$ cat config.mk
export PLATFORM = sky130hd
export DESIGN_NAME = fwsmh_ctrl
export DESIGN_NICKNAME = d
export VERILOG_FILES = /design/src/fwsmh_pkg.sv /design/src/fwsmh_ctrl.sv
export SDC_FILE = /design/constraint.sdc
export NUM_CORES = 1
export LEC_CHECK = 0
export BUFFER_PORTS_ARGS = -buffer_cell sky130_fd_sc_hd__buf_2
export CORE_AREA = 2 2 39 41
export DETAILED_ROUTE_END_ITERATION = 16
export DIE_AREA = 0 0 41 43
export PLACE_DENSITY = 0.7
export SYNTH_ARGS = -nofsm -noshare
export SYNTH_HDL_FRONTEND = slang
export SYNTH_SLANG_ARGS = --single-unit
$ cat constraint.sdc
create_clock -name clock -period 2.24 [get_ports clock]
set_clock_uncertainty 0.05 [all_clocks]
set_input_delay 0.224 -clock clock [delete_from_list [all_inputs] [get_ports clock]]
set_output_delay 0.224 -clock clock [all_outputs]
set_load 0.01 [all_outputs]
$ cat src/fwsmh_pkg.sv
// Package for the FIFO with sortable min-heap block.
// Holds constants, action and status codes and controller/datapath command types.
package fwsmh_pkg;

   localparam int DEPTH_DEFAULT = 1024;
   localparam int VALUE_WIDTH_DEFAULT = 32;
   localparam int ACTION_WIDTH = 2;
   localparam int STATUS_WIDTH = 2;
   localparam int POPPED_WIDTH = 32;

   localparam logic [ACTION_WIDTH-1:0] ACT_PUSH = 2'd0;
   localparam logic [ACTION_WIDTH-1:0] ACT_POP  = 2'd1;

   localparam logic [STATUS_WIDTH-1:0] ST_DONE  = 2'd0;
   localparam logic [STATUS_WIDTH-1:0] ST_EMPTY = 2'd1;
   localparam logic [STATUS_WIDTH-1:0] ST_FULL  = 2'd2;

   // Datapath operations issued by the controller.
   typedef enum logic [3:0] {
      OP_NONE,
      OP_PUSH,       // write value at FIFO tail
      OP_FIFO_RD,    // read FIFO head into the FIFO read register
      OP_FIFO_POP,   // latch FIFO read data as result, advance head
      OP_HEAP_RD0,   // read heap root and last entry
      OP_INS_START,  // start an insertion of the moving value
      OP_INS_RD,     // read parent of the insertion hole
      OP_INS_STEP,   // compare with parent, move it down or finish
      OP_REM_START,  // latch root as result and last as the moving value
      OP_REM_RD,     // read both children of the hole
      OP_REM_STEP,   // compare children against moving value
      OP_REM_DONE    // root was the only entry
   } op_type;

   typedef struct packed {
      op_type op;
   } cmd_type;

   typedef struct packed {
      logic fifo_empty;
      logic fifo_full;
      logic heap_empty;
      logic heap_full;
      logic step_done;   // sift loop has finished this cycle
   } stat_type;

endpackage

$ cat src/fwsmh_ctrl.sv
// Controller state machine: sequences pushes, pops and sorts over the datapath.
// Depends on fwsmh_pkg.
module fwsmh_ctrl (
   input  logic                    clock,
   input  logic                    reset,
   input  logic                    req_valid,
   output logic                    req_ready,
   input  logic [fwsmh_pkg::ACTION_WIDTH-1:0] req_action,
   output logic                    rsp_valid,
   input  logic                    rsp_ready,
   output logic [fwsmh_pkg::STATUS_WIDTH-1:0] rsp_status,
   output logic                    rsp_use_value,
   output fwsmh_pkg::cmd_type      cmd,
   input  fwsmh_pkg::stat_type     stat
);
   typedef enum logic [3:0] {
      S_IDLE, S_FIFO_RD, S_FIFO_POP, S_HEAP_RD, S_REM_START, S_REM_RD, S_REM_STEP,
      S_SORT_CHK, S_SORT_RD, S_INS_START, S_INS_RD, S_INS_STEP, S_RESP
   } state_type;

   state_type state_ff, state_in;
   logic [fwsmh_pkg::STATUS_WIDTH-1:0] status_ff, status_in;
   logic use_ff, use_in;

   always_comb begin
      state_in  = state_ff;
      status_in = status_ff;
      use_in    = use_ff;
      cmd.op    = fwsmh_pkg::OP_NONE;
      unique case (state_ff)
         S_IDLE: begin
            if (req_valid) begin
               status_in = fwsmh_pkg::ST_DONE;
               use_in = 1'b0;
               if (req_action == fwsmh_pkg::ACT_PUSH) begin
                  if (stat.fifo_full) begin
                     status_in = fwsmh_pkg::ST_FULL;
                  end else begin
                     cmd.op = fwsmh_pkg::OP_PUSH;
                  end
                  state_in = S_RESP;
               end else if (req_action == fwsmh_pkg::ACT_POP) begin
                  if (!stat.heap_empty) begin
                     cmd.op = fwsmh_pkg::OP_HEAP_RD0;
                     state_in = S_HEAP_RD;
                  end else if (!stat.fifo_empty) begin
                     cmd.op = fwsmh_pkg::OP_FIFO_RD;
                     state_in = S_FIFO_RD;
                  end else begin
                     status_in = fwsmh_pkg::ST_EMPTY;
                     state_in = S_RESP;
                  end
               end else begin
                  state_in = S_SORT_CHK;
               end
            end
         end
         S_FIFO_RD: begin
            state_in = S_FIFO_POP;
         end
         S_FIFO_POP: begin
            cmd.op = fwsmh_pkg::OP_FIFO_POP;
            use_in = 1'b1;
            state_in = S_RESP;
         end
         S_HEAP_RD: begin
            // Keep the root and last-entry addresses on the read ports.
            cmd.op = fwsmh_pkg::OP_HEAP_RD0;
            use_in = 1'b1;
            state_in = S_REM_START;
         end
         S_REM_START: begin
            if (stat.heap_empty) begin
               state_in = S_RESP;   // never reached; kept safe
            end else begin
               state_in = S_REM_RD;
            end
            // heap of one: root removed with no sift
            cmd.op = fwsmh_pkg::OP_REM_START;
         end
         S_REM_RD: begin
            if (stat.heap_empty) begin
               state_in = S_RESP;
            end else begin
               cmd.op = fwsmh_pkg::OP_REM_RD;
               state_in = S_REM_STEP;
            end
         end
         S_REM_STEP: begin
            cmd.op = fwsmh_pkg::OP_REM_STEP;
            state_in = stat.step_done ? S_RESP : S_REM_RD;
         end
         S_SORT_CHK: begin
            if (stat.fifo_empty || stat.heap_full) begin
               state_in = S_RESP;
            end else begin
               cmd.op = fwsmh_pkg::OP_FIFO_RD;
               state_in = S_SORT_RD;
            end
         end
         S_SORT_RD: begin
            state_in = S_INS_START;
         end
         S_INS_START: begin
            cmd.op = fwsmh_pkg::OP_INS_START;
            state_in = S_INS_RD;
         end
         S_INS_RD: begin
            cmd.op = fwsmh_pkg::OP_INS_RD;
            state_in = S_INS_STEP;
         end
         S_INS_STEP: begin
            cmd.op = fwsmh_pkg::OP_INS_STEP;
            state_in = stat.step_done ? S_SORT_CHK : S_INS_RD;
         end
         S_RESP: begin
            if (rsp_ready) begin
               state_in = S_IDLE;
            end
         end
         default: state_in = S_IDLE;
      endcase
   end

   always_ff @(posedge clock) begin
      if (reset) begin
         state_ff  <= S_IDLE;
         status_ff <= fwsmh_pkg::ST_DONE;
         use_ff    <= 1'b0;
      end else begin
         state_ff  <= state_in;
         status_ff <= status_in;
         use_ff    <= use_in;
      end
   end

   assign req_ready = (state_ff == S_IDLE);
   assign rsp_valid = (state_ff == S_RESP);
   assign rsp_status = status_ff;
   assign rsp_use_value = use_ff;
endmodule

==> run summary, run 1 <==
most used cell, CP - or4_4
critical path class - reg -> out
Max transition margin - 81.1%
post-synth design cell area - 568 µm²
drt total wl - 1590 µm
global-route met2 utilization - 29.4%
yosys warns - 0
Setup-failing EPs final - 0
# DRC - 0
final core occ - 55.5%
Worst-Margin Slew - 0.281 ns
antenna violations before repair - 0
ys flop type - dfxtp_1
Vias - 736
Die Area - 1760 µm²
period utilization - 98.5%
vias in the first global route - 597
HP Start - reset
Worst Setup SP - state_ff[0]$_SDFFE_PP0P_
Worst setup SP type - flop
post-route cell area - 768 µm²
met3 GRT Util - 1.57%
Routed WL per cell - 12.8 µm
n_diodes - 0
worst skew pair latency - 0.25 ns
number of synthesized flops with an enable pin - 0
Tot GR Track Use - 20.1%
Power per Cell Area - 1500 nW/µm²
Peak Freq - 0.453 GHz
HPWL Detailed - 1080 µm
crit path DAT - 1.93 ns
critical path cell sequence - or4_4, clkinv_4, nand2_8, or4_4, o211ai_1, buf_2
core box area - 1380 µm²
routability cong. - 0.767
VDD IR max - 0.000908 V
number of CTS-inserted buffers - 3
post-synthesis async set-or-reset flop share - 0%
crit-path max cell delay - 0.56 ns
commonest non-fill, non-tap cell in the layout - buf_2
CTS root buffer - clkbuf_4
Internal - 0.626 mW
clk buf depth - 2
dpl cell area - 687 µm²
grt total ovfl - 0
Worst path top cell family by delay - simple AND/OR/NAND/NOR gates
# H-tree levels - 1
maxcap violations - 0
setup TNS - 0 ns
combinational power share - 73.8%
most frequent cells in the layout - buf_2, a21oi_1, nor2_1, nand2_1, buf_4
RSZ-0062 raised after global routing - yes
FF-to-FF Start - state_ff[0]$_SDFFE_PP0P_
HP Class - in -> reg
port bufs - 19
#FFs+latches synth - 7
CTS Sinks - 7
Yosys cell types - 29
clock power share - 9.8%
status - completed
Die Wd - 41 µm
Flop pwr share - 16.4%
highest net fanout along the worst path - 6
Mean Syn Cell Area - 7.01 µm²
clock slew at reported path FFs - 0.05 ns
crit path buf inv count - 2
TritonCTS clock tree - built
first-pass GRT wire length - 2400 µm
switching part of the total - 45.5%
layout cell share with drive strength beyond 1 - 36.1%
Synth Net Count - 92
Switch Pwr - 0.523 mW
Die Ht - 43 µm
post-route ant nets - 0
Synth Instances - 81
Pleak - 0.338 nW
Top Ports - 20
busiest grt layer - met2
Pre-antenna DRT Iters - 5
Final min period - 2.21 ns
area delta synth->final - 35.2%
post-synthesis sequential area ratio - 24.7%
Worst Setup End Kind - primary output
Layout Nets - 120
max-slew violations - 0
row cnt - 14
largest net degree at the start of global routing - 18
1st-iter DRT viols - 18
WP data required - 1.97 ns
number of hold buffers added after cts - 0
met1 Use GR - 26.6%
Initial Util - 41.0%
final hold viol count - 0
Vias/cell - 5.94
Critical-path top delay cell - or4_4
[state kept, by name (all words and copies together) (netlist names)]
register,flops
state_ff,4
rsp_status,2
rsp_use_value,1
[cells in the mapped netlist, types with 2 or more instances]
| cell type | number | area share [%] |
|---|---|---|
| inv_1 | 4 | 2.6 |
| clkbuf_1 | 4 | 2.6 |
| nand2_1 | 9 | 5.9 |
| nand2b_1 | 4 | 4.4 |
| nor3_1 | 3 | 2.6 |
| dfxtp_1 | 7 | 25 |
| nor2_1 | 9 | 5.9 |
| nand4b_1 | 2 | 3.1 |
| o22ai_1 | 2 | 2.2 |
| a31oi_1 | 5 | 5.5 |
| a21o_1 | 2 | 2.6 |
| or4_1 | 3 | 4.0 |
| or2_2 | 2 | 2.2 |
| a21oi_1 | 10 | 8.8 |
[kinds of logic (layout without fill, tap and decap cells)]
family	count (synthesis)	in the layout	synth area share [%]
buf+inv	10	37	8.15
mux	2	2	3.74
simple gates	36	36	35.2
flops	7	7	24.7
compound gates	26	26	28.2
[per-stage QoR]
stage          worst slack (ns)  hold WS, ns  total power [mW]  std cells
6_report                 0.0347        0.153              1.15        124
5_1_grt                 -0.0353        0.151              1.26        124
4_1_cts                 0.00208        0.141              1.00        119
3_5_place_dp              0.269        0.394             0.873        115
3_3_place_gp              0.314        0.402             0.871        115
2_1_floorplan             0.297        0.243             0.694         81
[power by group through the flow]
stage | Sequential (mW) | Combinational, mW | Clock (mW)
detailed placement | 0.189 | 0.684 | 0
global route | 0.194 | 0.933 | 0.129
floorplan | 0.197 | 0.497 | 0
CTS | 0.187 | 0.699 | 0.118
finish | 0.189 | 0.848 | 0.112
global placement | 0.187 | 0.684 | 0
[path summary, 6_finish.rpt]
path | endpoint | slack [ns] | cells past startpoint
max reg2reg | rsp_status[0]$_SDFFE_PP0P_ | 0.48 | 5
min | rsp_status[0]$_SDFFE_PP0P_ | 0.15 | 2
min reg2reg | rsp_status[0]$_SDFFE_PP0P_ | 0.40 | 2
max | cmd[0] | 0.03 | 6
[per-layer routing]
layer	up-vias	part of all wire [%]
met5	-	0
met4	0	4.0
met3	8	6.0
met2	35	50
met1	341	40
li1	352	-
[what timing repair did]
action,4_1_cts,5_1_grt
endpoints found under the setup margin,1,1
pin swaps,0,3
buffers inserted,0,5
gates resized for setup,1,3
[area by class of cell]
type | instances | area (µm²)
clock buffer | 4 | 26.3
fill | 134 | 616
inverter | 5 | 23.8
multi-input combinational | 64 | 394
sequential | 7 | 141
tap | 16 | 20.0
timing repair buffer | 28 | 163
(Power assumes the default switching activity.)
==> inputs of run 2 (changes only) <==
PLACE_DENSITY = 0.77   (was 0.7)
==> run 2 against run 1 <==
Effect of this change: highest routed layer unchanged; register-to-register slack barely moved; sequential share of layout area grew 0.14 points; setup slack better by 0.017 ns; final cell count did not move; total power shrank 2.9%; combinational power decreased by 2.9%; design area decreased by 1.6%; first-iteration DRC count fell by 44%; clock-buffer cell count unchanged; global-route usage fell by 0.91 points.
==> run summary, run 2 (same netlist as run 1, synthesis figures left out) <==
Setup-failing EPs final - 0 (unchanged)
routability cong. - 0.803 (+4.7%)
FF-to-FF Start - state_ff[2]$_SDFFE_PP0P_
Vias - 700 (-4.9%)
VDD IR max - 0.000725 V (-20%)
worst r2r path cells - 5 (unchanged)
largest net degree at the start of global routing - 18 (unchanged)
Hold EP - rsp_status[1]$_SDFFE_PP0P_
grt total ovfl - 0 (unchanged)
number of CTS-inserted buffers - 3 (unchanged)
DP Worst Slack - 0.271 ns (+0.00157 ns)
WP data required - 1.97 ns (about the same)
worst skew pair latency - 0.24 ns (about the same)
layout cell share with drive strength beyond 1 - 35.2% (-0.93 points)
n_diodes - 0 (unchanged)
area delta synth->final - 33.0%
row cnt - 14 (unchanged)
Initial Util - 41.0% (unchanged)
post-route cell area - 756 µm² (-1.6%)
RSZ-0062 raised after global routing - yes
Die Area - 1760 µm² (unchanged)
maxcap violations - 0 (unchanged)
CTS root buffer - clkbuf_4
HP Class - in -> reg
Vias/cell - 5.65 (-4.9%)
R2R Path End - rsp_status[0]$_SDFFE_PP0P_
Internal - 0.615 mW (-1.7%)
Power per Cell Area - 1480 nW/µm² (-1.3%)
Worst-Margin Slew - 0.315 ns (+0.0338 ns)
most frequent cells in the layout - buf_2, a21oi_1, nor2_1, nand2_1, buf_4
TritonCTS clock tree - built
Pleak - 0.341 nW (+0.82%)
highest net fanout along the worst path - 6 (unchanged)
max-slew violations - 0 (unchanged)
Pre-antenna DRT Iters - 4 (-1)
Switch Pwr - 0.500 mW (-4.4%)
HP Start - reset
reg2reg setup slack - 0.47 ns (about the same)
drt total wl - 1590 µm (-0.31%)
Final min period - 2.19 ns (-0.0171 ns)
core box area - 1380 µm² (unchanged)
Worst Setup SP - state_ff[2]$_SDFFE_PP0P_
final hold viol count - 0 (unchanged)
status - completed
commonest non-fill, non-tap cell in the layout - buf_2
Most flops, register - state_ff
Routed WL per cell - 12.8 µm (-0.31%)
Top Ports - 20 (unchanged)
hold slack final - 0.165 ns (+0.0123 ns)
period utilization - 97.7% (-0.76 points)
Flop pwr share - 16.7% (+0.3 points)
vias in the first global route - 547 (-8.4%)
Worst setup SP type - flop
combinational power share - 73.8% (about the same)
Max transition margin - 78.7% (-2.4 points)
Pwr Total - 1.12 mW (-2.9%)
1st-iter DRT viols - 10 (-8)
# DRC - 0 (unchanged)
post-route ant nets - 0 (unchanged)
clock power share - 9.6% (-0.2 points)
CTS Sinks - 7 (unchanged)
port bufs - 19 (unchanged)
Worst Setup End Kind - primary output
crit path DAT - 1.91 ns (-0.02 ns)
dpl cell area - 687 µm² (unchanged)
clock slew at reported path FFs - 0.05 ns (about the same)
hold path depth - 2 (unchanged)
Fill cells - 139 (+3.7%)
Largest register FFs - 4 (unchanged)
Die Ht - 43 µm (unchanged)
Tot GR Track Use - 19.2% (-0.91 points)
Die Wd - 41 µm (unchanged)
# H-tree levels - 1 (unchanged)
antenna violations before repair - 0 (unchanged)
switching part of the total - 44.8% (-0.70 points)
clk buf depth - 2 (unchanged)
Layout Nets - 120 (unchanged)
fin worst setup slack - 0.0518 ns (+0.0171 ns)
number of hold buffers added after cts - 0 (unchanged)
Peak Freq - 0.457 GHz (+0.78%)
HPWL Detailed - 1170 µm (+9.1%)
critical path class - reg -> out
first-pass GRT wire length - 2350 µm (-2.0%)
run 2: metrics by stage:
stage	std cells	TNS, ns	util, %
floorplan	81	0	-
global placement	115	0	49.6
detailed placement	115	0	49.6
CTS	119	0	51.5
global route	124	-0.0363	54.6
finish	124	0	54.6
run 2: worst max-delay path by stage:
stage	endpoint	slack (ns)	cells after the start
after global placement	cmd[0]	0.31	6
after floorplan	cmd[0]	0.30	6
after global routing	cmd[0]	-0.04	6
after detailed placement	cmd[0]	0.27	6
final	cmd[0]	0.05	6
after CTS	cmd[0]	0.004	6
run 2: cell type report:
class                   instances  area, µm²  share of cell area (%)
clock buffers                   4       26.3                    3.48
inverters                       5       21.3                    2.81
multi-input cells              64        385                    51.0
flip-flops and latches          7        140                    18.5
well taps                      16       20.0                    2.65
repair buffers                 28        163                    21.5
run 2: power groups by stage:
stage               combinational [mW]  sequential [mW]  clock [mW]
CTS                              0.696            0.186       0.112
finish                           0.823            0.186       0.107
global placement                 0.677            0.186           0
floorplan                        0.497            0.197           0
global route                     0.900            0.189       0.121
detailed placement               0.694            0.189           0
run 2: timing repair:
item                       CTS  global route
resized for setup            0             2
hold endpoints to repair     0             0
setup endpoints to repair    0             1
buffers inserted             0             5
run 2: critical path: stages, from the launching register on:
cell and delay (ns):
dfxtp_1 0.30, or4_4 0.57, inv_4 0.09, nand2_4 0.06, or4_4 0.41, o211ai_1 0.10
buf_2 0.15
run 2: layer usage:
metal | share of wire [%] | wire [µm] | up-vias | track usage [%]
met5 | 0 | 0 | - | 0
li1 | - | - | 353 | -
met1 | 43 | 682 | 319 | 27.3
met4 | 0.50 | 8 | 0 | 10.0
met3 | 5.5 | 87 | 2 | 1.57
met2 | 51 | 810 | 26 | 27.8
==> inputs of run 3 (changes only) <==
CTS_BUF_LIST = sky130_fd_sc_hd__clkbuf_2 sky130_fd_sc_hd__clkbuf_4 sky130_fd_sc_hd__clkbuf_8   (was unset)
==> run 3 against run 2 <==
Effect of this change: hold slack worse by 0.0082 ns; largest power group unchanged; largest cell class unchanged; non-clock buffer count down 2; highest routed layer unchanged; clock power increased by 14%; final cell count decreased by 1.6%; routed wire length down 3.1%; design area fell by 1.2%; sequential power hardly changed; sequential share of layout area up 0.22 points; clock-buffer cell count unchanged; critical path type unchanged; combinational power decreased by 3.3%.
==> run summary, run 3 (same netlist as run 1, synthesis figures left out) <==
Register Area - 140 µm² (unchanged)
commonest non-fill, non-tap cell in the layout - buf_2
port bufs - 19 (unchanged)
largest net degree at the start of global routing - 18 (unchanged)
drt total wl - 1540 µm (-3.1%)
crit path DAT - 1.91 ns (about the same)
crit-path max cell delay - 0.56 ns (about the same)
Finished Layout Cells - 122 (-1.6%)
Vias - 674 (-3.7%)
Setup-failing EPs final - 0 (unchanged)
max-slew violations - 0 (unchanged)
HP Start - reset
area delta synth->final - 31.5%
area of the multi-input gates - 385 µm² (unchanged)
number of hold buffers added after cts - 0 (unchanged)
global-route met2 utilization - 28.4% (+0.62 points)
critical path class - reg -> out
# DRC - 0 (unchanged)
busiest grt layer - met2
grt total ovfl - 0 (unchanged)
Worst path top cell family by delay - simple AND/OR/NAND/NOR gates
Power per Cell Area - 1480 nW/µm² (+0.15%)
layout cell share with drive strength beyond 1 - 34.9% (-0.28 points)
CTS Sinks - 7 (unchanged)
worst r2r path cells - 5 (unchanged)
clock slew at reported path FFs - 0.05 ns (about the same)
Die Area - 1760 µm² (unchanged)
period utilization - 97.7% (about the same)
n_diodes - 0 (unchanged)
Worst Setup SP - state_ff[2]$_SDFFE_PP0P_
1st-iter DRT viols - 21 (+11)
placed instance count - 115 (unchanged)
Final min period - 2.19 ns (-0.000681 ns)
Die Ht - 43 µm (unchanged)
most used cell, CP - or4_4
TritonCTS clock tree - built
clk buf depth - 2 (unchanged)
Pre-antenna DRT Iters - 4 (unchanged)
post-route ant nets - 0 (unchanged)
hold slack final - 0.157 ns (-0.00815 ns)
met1 Use GR - 27.3% (unchanged)
row cnt - 14 (unchanged)
highest net fanout along the worst path - 8 (+2)
R2R Path End - rsp_status[0]$_SDFFE_PP0P_
worst skew pair latency - 0.24 ns (about the same)
reg2reg setup slack - 0.47 ns (about the same)
Fill cells - 141 (+1.4%)
FF-to-FF Start - state_ff[2]$_SDFFE_PP0P_
dpl cell area - 687 µm² (unchanged)
post-route cell area - 747 µm² (-1.2%)
DP Worst Slack - 0.271 ns (unchanged)
status - completed
instance count on the critical path - 6 (unchanged)
CTS root buffer - clkbuf_4
met3 GRT Util - 1.57% (unchanged)
Most flops, register - state_ff
most frequent cells in the layout - buf_2, a21oi_1, nor2_1, nand2_1
RSZ-0062 raised after global routing - yes
Die Wd - 41 µm (unchanged)
Peak Freq - 0.457 GHz (about the same)
Tot GR Track Use - 19.7% (+0.50 points)
CP Capture Point - cmd[0]
critical path cell sequence - or4_4, clkinv_4, nand2_4, or4_4, o211ai_1, buf_2
Worst setup SP type - flop
VDD IR max - 0.000729 V (+0.60%)
Vias/cell - 5.52 (-2.1%)
Top Ports - 20 (unchanged)
setup TNS - 0 ns (unchanged)
# H-tree levels - 1 (unchanged)
Initial Util - 41.0% (unchanged)
Largest register FFs - 4 (unchanged)
crit path buf inv count - 2 (unchanged)
Critical-path top delay cell - or4_4
routability cong. - 0.803 (unchanged)
core box area - 1380 µm² (unchanged)
final core occ - 54.0% (-0.63 points)
HPWL Detailed - 1170 µm (unchanged)
HP Class - in -> reg
final hold viol count - 0 (unchanged)
fin worst setup slack - 0.0525 ns (+0.000681 ns)
first-pass GRT wire length - 2390 µm (+1.5%)
antenna violations before repair - 0 (unchanged)
Layout Nets - 118 (-1.7%)
WP data required - 1.97 ns (about the same)
Pwr Total - 1.10 mW (-1.0%)
Worst Setup End Kind - primary output
Pleak - 0.335 nW (-1.7%)
maxcap violations - 0 (unchanged)
number of CTS-inserted buffers - 3 (unchanged)
Max transition margin - 79.2% (+0.45 points)
Routed WL per cell - 12.6 µm (-1.5%)
vias in the first global route - 551 (+0.73%)
Worst-Margin Slew - 0.308 ns (-0.00668 ns)
## run 3: changes by cell type in the layout (fill, tap and decap cells not counted), sizes merged
cell	previous run	this run
buf	28	26
clkinv	0	1
inv	5	4
## run 3: layout make-up
cell class / count / share of cell area, %
Inverter: 5 / 3.18
Timing Repair Buffer: 26 / 19.8
Sequential cell: 7 / 18.8
Tap cell: 16 / 2.68
Multi-Input combinational cell: 64 / 51.6
Clock buffer: 4 / 4.02
## run 3: power breakdown
group          switching, mW  internal, mW
Sequential            0.0197         0.167
Clock                 0.0424        0.0798
Combinational          0.434         0.362
Total                  0.496         0.608
## run 3: timing repair
action	4_1_cts	5_1_grt
endpoints found under the setup margin	1	1
pin swaps	0	1
buffers inserted	0	3
gates resized for setup	1	1
## run 3: worst min-delay path by stage
| stage | depth (start not counted) | slack [ns] | end |
|---|---|---|---|
| after floorplan | 1 | 0.24 | rsp_status[0]$_SDFFE_PP0P_ |
| after detailed placement | 2 | 0.40 | rsp_status[0]$_SDFFE_PP0P_ |
| after global placement | 2 | 0.40 | rsp_status[0]$_SDFFE_PP0P_ |
| final | 2 | 0.16 | rsp_use_value$_SDFFE_PP0P_ |
| after CTS | 2 | 0.15 | rsp_use_value$_SDFFE_PP0P_ |
| after global routing | 2 | 0.15 | rsp_status[0]$_SDFFE_PP0P_ |
## run 3: layer usage
metal	part of all wire (%)	vias to the layer above	routed length (µm)
li1	-	350	-
met5	0	-	0
met4	0.65	0	10
met2	50	22	765
met1	46	300	705
met3	3.8	2	58
